`src/sv/svm_pkg.sv`:
```
`timescale 1ns / 1ps
// svm_pkg: shared widths, codes and handshake structs for the sphere voxel marker
// no dependencies; imported by every module of the block but svm_ram

package svm_pkg;

    // field and register widths
    localparam int COORD_W    = 16;
    localparam int LEN_W      = 15;
    localparam int RAD_W      = 15;
    localparam int FUNC_W     = 2;
    localparam int RIDX_W     = 6;
    localparam int CFG_ADDR_W = 2;
    localparam int CFG_DATA_W = 16;

    // stream payload layout
    localparam int S_TDATA_W = 72;
    localparam int M_TDATA_W = 8;
    localparam int CX_LSB    = 0;
    localparam int CY_LSB    = 16;
    localparam int CZ_LSB    = 32;
    localparam int RX_LSB    = 48;
    localparam int RY_LSB    = 54;
    localparam int RZ_LSB    = 60;

    // bounding box division: (c - origin +/- r) needs 18 signed bits
    localparam int DIV_W     = 18;
    localparam int MAG_W     = DIV_W - 1;
    localparam int DIV_CNT_W = 5;

    // corner offsets stay below r + 2*len in magnitude
    localparam int D_W   = 18;
    localparam int SQ_W  = 2 * D_W;
    localparam int SUM_W = SQ_W + 2;
    localparam int R2_W  = 2 * RAD_W;

    // item kinds
    localparam logic [FUNC_W-1:0] FUNC_MARK  = 2'd0;
    localparam logic [FUNC_W-1:0] FUNC_READ  = 2'd1;
    localparam logic [FUNC_W-1:0] FUNC_CLEAR = 2'd2;

    // register indexes
    localparam logic [CFG_ADDR_W-1:0] REG_ORIGIN = 2'd0;
    localparam logic [CFG_ADDR_W-1:0] REG_LENGTH = 2'd1;
    localparam logic [CFG_ADDR_W-1:0] REG_RADIUS = 2'd2;

    // register reset values
    localparam logic signed [COORD_W-1:0] ORIGIN_RST = -16'sd8192;
    localparam logic [LEN_W-1:0]          LENGTH_RST = 15'd256;
    localparam logic [RAD_W-1:0]          RADIUS_RST = 15'd768;

    typedef struct packed {
        logic                    start;
        logic signed [DIV_W-1:0] numer;
        logic [LEN_W-1:0]        denom;
    } div_req_t;

    typedef struct packed {
        logic                    done;
        logic signed [DIV_W-1:0] quot;
    } div_rsp_t;

endpackage

```
`src/sv/svm_divider.sv`:
```
`timescale 1ns / 1ps
// svm_divider: signed by unsigned restoring divider, quotient truncated toward zero
// depends on svm_pkg (div_req_t, div_rsp_t, widths)

module svm_divider (
    input  logic              clk,
    input  logic              rst_n,
    input  svm_pkg::div_req_t req,
    output svm_pkg::div_rsp_t rsp
);
    import svm_pkg::*;

    localparam logic [DIV_CNT_W-1:0] CNT_LAST = DIV_CNT_W'(MAG_W - 1);

    logic                    busy_reg;
    logic                    done_reg;
    logic [DIV_CNT_W-1:0]    cnt_reg;
    logic                    neg_reg;
    logic [MAG_W-1:0]        num_reg;
    logic [LEN_W-1:0]        rem_reg;
    logic [LEN_W-1:0]        den_reg;
    logic signed [DIV_W-1:0] quot_reg;

    logic signed [DIV_W-1:0] abs_num;
    logic [LEN_W:0]          trial;
    logic [LEN_W:0]          diff;
    logic                    ge;
    logic [LEN_W-1:0]        rem_next;
    logic [MAG_W-1:0]        num_next;

    assign abs_num  = req.numer[DIV_W-1] ? -req.numer : req.numer;
    assign trial    = {rem_reg, num_reg[MAG_W-1]};
    assign diff     = trial - {1'b0, den_reg};
    assign ge       = trial >= {1'b0, den_reg};
    assign rem_next = ge ? diff[LEN_W-1:0] : trial[LEN_W-1:0];
    assign num_next = {num_reg[MAG_W-2:0], ge};

    always_ff @(posedge clk or negedge rst_n)
    begin
        if (!rst_n)
        begin
            busy_reg <= 1'b0;
            done_reg <= 1'b0;
            cnt_reg  <= '0;
        end
        else
        begin
            done_reg <= 1'b0;
            if (req.start && !busy_reg)
            begin
                busy_reg <= 1'b1;
                cnt_reg  <= '0;
            end
            else if (busy_reg)
            begin
                cnt_reg <= cnt_reg + 1'b1;
                if (cnt_reg == CNT_LAST)
                begin
                    busy_reg <= 1'b0;
                    done_reg <= 1'b1;
                end
            end
        end
    end

    always_ff @(posedge clk)
    begin
        if (req.start && !busy_reg)
        begin
            neg_reg <= req.numer[DIV_W-1];
            num_reg <= abs_num[MAG_W-1:0];
            rem_reg <= '0;
            den_reg <= req.denom;
        end
        else if (busy_reg)
        begin
            num_reg <= num_next;
            rem_reg <= rem_next;
            if (cnt_reg == CNT_LAST)
            begin
                quot_reg <= neg_reg ? -$signed({1'b0, num_next}) : $signed({1'b0, num_next});
            end
        end
    end

    assign rsp.done = done_reg;
    assign rsp.quot = quot_reg;

endmodule

```
`config.mk`:
```
export PLATFORM = sky130hd
export DESIGN_NAME = svm_divider
export DESIGN_NICKNAME = d
export VERILOG_FILES = /design/src/sv/svm_pkg.sv /design/src/sv/svm_divider.sv
export SDC_FILE = /design/constraint.sdc
export NUM_CORES = 1
export LEC_CHECK = 0
export BUFFER_PORTS_ARGS = -buffer_cell sky130_fd_sc_hd__buf_2
export CORE_MARGIN = 4
export CORE_UTILIZATION = 45
export CTS_BUF_LIST = sky130_fd_sc_hd__clkbuf_8
export DETAILED_ROUTE_END_ITERATION = 10
export PLACE_DENSITY = 0.69
export RECOVER_POWER = 50
export SYNTH_ARGS = -nofsm -noshare
export SYNTH_HDL_FRONTEND = slang
export SYNTH_SLANG_ARGS = --single-unit
```
`constraint.sdc`:
```
create_clock -name clk -period 3.25 [get_ports clk]
set_input_delay 0.65 -clock clk [delete_from_list [all_inputs] [get_ports clk]]
set_output_delay 0.65 -clock clk [all_outputs]
set_load 0.005 [all_outputs]
```
==> results of run 1 <==
[cell type report]
cell class | count | area share (%)
multi-input combinational | 265 | 41.5
clock inverter | 7 | 2.51
timing repair buffer | 58 | 5.85
sequential | 73 | 42.4
clock buffer | 9 | 2.62
tap | 108 | 2.86
inverter | 28 | 2.22
[synth_stat cells (all sizes together), types with 3 or more instances]
cell / n
ha: 19
a31oi: 4
or3: 5
dfxtp: 15
nor2b: 3
o21ai: 33
edfxtp: 51
xnor2: 27
o41ai: 8
nand2: 43
a22o: 14
buf: 3
nand3: 7
dfrtp: 7
inv: 28
clkbuf: 13
a211oi: 3
nor2: 13
mux2: 8
a21oi: 11
xor2: 18
nor3: 4
o31ai: 9
nand2b: 3
a32oi: 4
o21a: 4
[where the power goes]
| group | switching, mW | leakage (nW) | internal [mW] |
|---|---|---|---|
| sequential | 0.293 | 0.689 | 1.40 |
| combinational | 1.02 | 1.14 | 0.952 |
| clock | 0.354 | 0.115 | 0.510 |
[worst min-delay path by stage]
stage | to | slack [ns] | cells past startpoint
floorplan | busy_reg | 0.35 | 0
global placement | cnt_reg[3] | 0.49 | 1
detailed placement | cnt_reg[2] | 0.49 | 1
CTS | done_reg | 0.12 | 1
global route | done_reg | 0.21 | 1
finish | cnt_reg[3] | 0.19 | 1
[logic make-up (layout without fill, tap and decap cells)]
kind of cell    after synthesis  in the layout  share of synthesized area, %
compound gates              102            102                          18.3
xor+xnor                     45             45                          9.47
fa+ha+maj                    20             20                          6.19
buf+inv                      44            102                          4.63
flops                        73             73                          48.2
mux                          10             10                          2.82
simple gates                 88             88                          10.4
[metal layers]
metal | wire length (µm) | vias up | track usage (%)
li1 | - | 1494 | -
met1 | 4050 | 1356 | 21.2
met2 | 3900 | 75 | 24.9
met3 | 481 | 16 | 2.98
met4 | 153 | 0 | 6.74
met5 | 0 | - | 0
[stage by stage]
step	utilization, %	hold slack, ns
finish	53.5	0.187
global route	53.5	0.212
CTS	53.7	0.116
detailed placement	51.0	0.493
global placement	51.0	0.487
floorplan	-	0.354
==> flow_summary.toml, run 1 <==
[outcome]
status = "finished clean"

[place]
dp_slack_ns = 0.335
place_area_um2 = 4510
place_inst = 532
gp_congestion = 0.872
place_hpwl_mm = 6.21
port_buffers = 54

[timing]
fin_tns_setup_ns = 0
tightestPinTransition_ns = 1.24
slew_headroom_pct = 17.3
slew_viol_final = 0
rsz0062_at_grt = "false"
worst_slack_ns = 0.239
finalSetupViolations = 0
skew_ns = 0.00855
finalCritPeriodShare_pct = 92.7
fmax_ghz = 0.332
min_period_ns = 3.01
finalHoldViolCount = 0

[final_layout]
largest_reg_flops = 18
antennaDiodeCount = 0
syn_to_final_growth_pct = 13.6
drive_gt1_share_pct = 19.5
stdcell_count = 548
mostFrequentLayoutCell = "edfxtp_1"
design_area_um2 = 4730
fillers = 809
mostFrequentLayoutCells = "51 x edfxtp_1, 43 x buf_2, 42 x nand2_1, 27 x inv_1, 27 x xnor2_1"
register_area_um2 = 2010
multi_input_area_um2 = 1960
fin_nets = 491

[floorplan]
dieArea_um2 = 10900
core-area_um2 = 8850
io_pins = 55
initial_core_util_pct = 47.1
chipWidth_um = 104
rows = 34
die_y_um = 104

[routing]
avgRoutedWirePerCell_um = 15.7
viasPerCell = 5.37
post-route-drc-count = 0
wl_mm = 8.58
drtIter0Drc = 205
via_count = 2941
first_pass_iters = 4
antenna_left = 0

[grt]
grt_overflow = 0
grt_start_max_net_pins = 36
grt_antenna_before_repair = 0
grt_pass1_vias = 2899
grt_pass1_wl_mm = 14.0
grt_usage_pct = 15.8

[clocking]
clk_pin_slew_ns = 0.08
cts_max_path_buffers = 2
clock-sinks = 73
post-cts-setup-buffer-count = 0
clock_latency_ns = 0.35
ctsRootBufferMaster = "clkbuf_8"
h-tree-depth = 3
cts.repair.resized = 0
numCtsBuffers = 9
cts_tree = "yes"
hold_buffers = 0

[worst_setup_path]
cp.buffers_inverters = 2
critPathCapture = "quot_reg[14]"
startpoint = "den_reg[5]"
r2r_cells = 12
crit_path_frequent_cell = "ha_1"
critPathTopFamily = "compound AO/OA/AOI/OAI gates"
startpoint_type = "flip-flop"
worstPathCellList = "inv_1, ha_1, a21oi_1, o21a_2, o221ai_2, o2111ai_4, nand2_4, inv_2, ha_1, nand2_1, o41ai_1, xnor2_1"
slowest_stage = "o41ai_1"
critPathKind = "flip-flop to flip-flop"
cp.depth = 12
cp_max_fo = 11
arrival_ns = 3.10
r2r_slack_ns = 0.24
r2r_start = "den_reg[5]"
critPathMaxStageDelay_ns = 0.39
required_ns = 3.34
cp-end-kind = "flip-flop"
r2r-end = "quot_reg[14]"

[yosys]
synth_top_area_share_pct = 36.8
yosysWarnings = 0
synthTopCellsByArea = "edfxtp_1 37%, dfxtp_1 7.2%, ha_1 5.7%"
syn_nets = 438
synthCells = 382
synth.avg_cell_area_um2 = 10.9
ys_ff_latch = 73
syn-cell-area_um2 = 4160
async_flop_share_pct = 9.59
synth_edf_count = 51
yosys.area.top_type = "edfxtp_1"
yosysSeqAreaShare_pct = 48.2
synth_ff_type = "edfxtp_1"
synth_cell_types = 58

[power_and_ir_drop]
power_density_nw_per_um2 = 958
cellLeakagePower_nw = 1.94
power_mw = 4.53
ir_worst_vdd_mv = 0.458

[run]
cap_violations = 0

[min_path]
hold_class = "input port to async pin"
(Power assumes the default switching activity.)
==> inputs of run 2 (changes only) <==
Settings changed: SETUP_SLACK_MARGIN set to 0.5.
==> run 2 against run 1 <==
Net effect:
- global-route usage rose by 0.25 points
- first-iteration DRC count fell by 5.9%
- sequential share of layout area fell by 1.6 points
- non-clock buffer count rose by 3
- clock skew rose by 0.0011 ns
- largest cell class is now multi-input combinational cells
- hold slack got worse by 0.012 ns
- sequential cell count did not move
- die area did not move
- highest routed layer unchanged
- cell count rose by 0.55%
==> flow_summary.toml, run 2 (synthesis gave the netlist of run 1 again) <==
[power_and_ir_drop]
swShare_pct = 37.8
clockPowerShare_pct = 18.4
p_int_mw = 2.96
power_density_nw_per_um2 = 968
pwr-share-comb_pct = 44.9
p_seq_share_pct = 36.7
cellLeakagePower_nw = 2.00
ir_worst_vdd_mv = 0.464
switching_power_mw = 1.80

[routing]
avgRoutedWirePerCell_um = 16.7
wl_mm = 9.18
viasPerCell = 5.50
post-route-drc-count = 0
via_count = 3033
first_pass_iters = 4
antenna_left = 0
drtIter0Drc = 193

[clocking]
cts_max_path_buffers = 2
numCtsBuffers = 9
cts_tree = "yes"
ctsRootBufferMaster = "clkbuf_8"
clock_latency_ns = 0.36
clock-sinks = 73
h-tree-depth = 3
clk_pin_slew_ns = 0.09

[place]
gp_congestion = 0.872
place_hpwl_mm = 6.21
dp_slack_ns = 0.335
port_buffers = 54

[worst_setup_path]
arrival_ns = 2.81
cp-end-kind = "flip-flop"
r2r_slack_ns = 0.56
critPathKind = "flip-flop to flip-flop"
required_ns = 3.37
startpoint_type = "flip-flop"
cp_max_fo = 11

[floorplan]
dieArea_um2 = 10900
rows = 34
io_pins = 55
chipWidth_um = 104
core-area_um2 = 8850
die_y_um = 104
initial_core_util_pct = 47.1

[grt]
grt_pass1_wl_mm = 14.2
grt_start_max_net_pins = 36
grt_usage_pct = 16.0
grt_antenna_before_repair = 0
grt_pass1_vias = 2937
grt_overflow = 0

[timing]
slew_headroom_pct = 18.2
slew_viol_final = 0
finalCritPeriodShare_pct = 82.9
min_period_ns = 2.69
worst_slack_ns = 0.556
tightestPinTransition_ns = 1.23
finalSetupViolations = 0
rsz0062_at_grt = "false"
fin_tns_setup_ns = 0
finalHoldViolCount = 0
fmax_ghz = 0.371
skew_ns = 0.00967

[final_layout]
mostFrequentLayoutCell = "edfxtp_1"
antennaDiodeCount = 0
fin_nets = 494
largest_reg_flops = 18
syn_to_final_growth_pct = 18.0
mostFrequentLayoutCells = "51 x edfxtp_1, 43 x buf_2, 40 x nand2_1, 27 x inv_1, 27 x xnor2_1"
drive_gt1_share_pct = 23.5

[outcome]
status = "finished clean"

[run]
cap_violations = 0

[min_path]
hold_class = "input port to async pin"
-- run 2: cell types whose count changed in the layout (fill, tap and decap cells not counted), moves of 2 or more --
cell     delta
o41ai_4     +3
buf_4       +3
ha_4        +5
ha_1        -8
ha_2        +3
o41ai_1     -3
nand2_1     -2
-- run 2: path summary, 6_finish.rpt --
kind	startpoint	to	depth (start not counted)
worst min-delay path	rst_n	cnt_reg[3]	1
min in group clk	req[8]	den_reg[8]	1
worst max-delay path	den_reg[11]	quot_reg[8]	12
max in group asynchronous	rst_n	cnt_reg[1]	1
worst min register to register	rem_reg[3]	rem_reg[3]	1
worst max register to register	den_reg[11]	quot_reg[8]	12
-- run 2: metal layers --
metal,vias up,global-route usage [%],wire length (µm)
li1,1504,-,-
met1,1412,21.4,4200
met2,95,25.4,4320
met3,22,2.98,475
met4,0,6.84,193
met5,-,0,0
-- run 2: final cells by class --
class | instances | area (µm²)
fillers | 784 | 3930
multi-input cells | 265 | 2110
flip-flops and latches | 73 | 2010
repair buffers | 61 | 305
well taps | 108 | 135
clock buffers | 9 | 124
clock inverters | 7 | 119
inverters | 28 | 110
-- run 2: power groups by stage --
stage               combinational [mW]  clock [mW]  sequential (mW)
finish                            2.14       0.874             1.75
floorplan                         1.66           0             1.60
detailed placement                1.98           0             1.71
global route                      2.37       0.917             1.78
CTS                               2.01       0.876             1.70
global placement                  1.90           0             1.69
-- run 2: worst max-delay path, cell delays in order (launching register included) --
cell	delay, ns
edfxtp_1	0.33
inv_1	0.07
ha_4	0.29
nand4_2	0.14
or3_1	0.40
a31oi_2	0.21
o2111ai_4	0.20
nand2_4	0.14
inv_6	0.07
ha_4	0.18
nand2_4	0.12
o21ai_0	0.12
xnor2_1	0.18
-- run 2: per-stage QoR --
stage	total power, mW	hold WS (ns)	util, %	std cells	area, µm²
after detailed placement	3.68	0.493	51.0	532	4510
final	4.76	0.175	55.5	551	4910
after global placement	3.60	0.487	51.0	532	4510
after global routing	5.07	0.207	55.5	551	4910
after floorplan	3.27	0.354	-	382	4160
after CTS	4.58	0.116	54.1	548	4780
-- run 2: what timing repair did --
item                                    4_1_cts  5_1_grt
hold buffers                                  0        0
cloned                                        0        0
endpoints found under the setup margin        5       22
setup buffers                                 0        3
gates resized for setup                       6       21
pin swaps                                     0        3
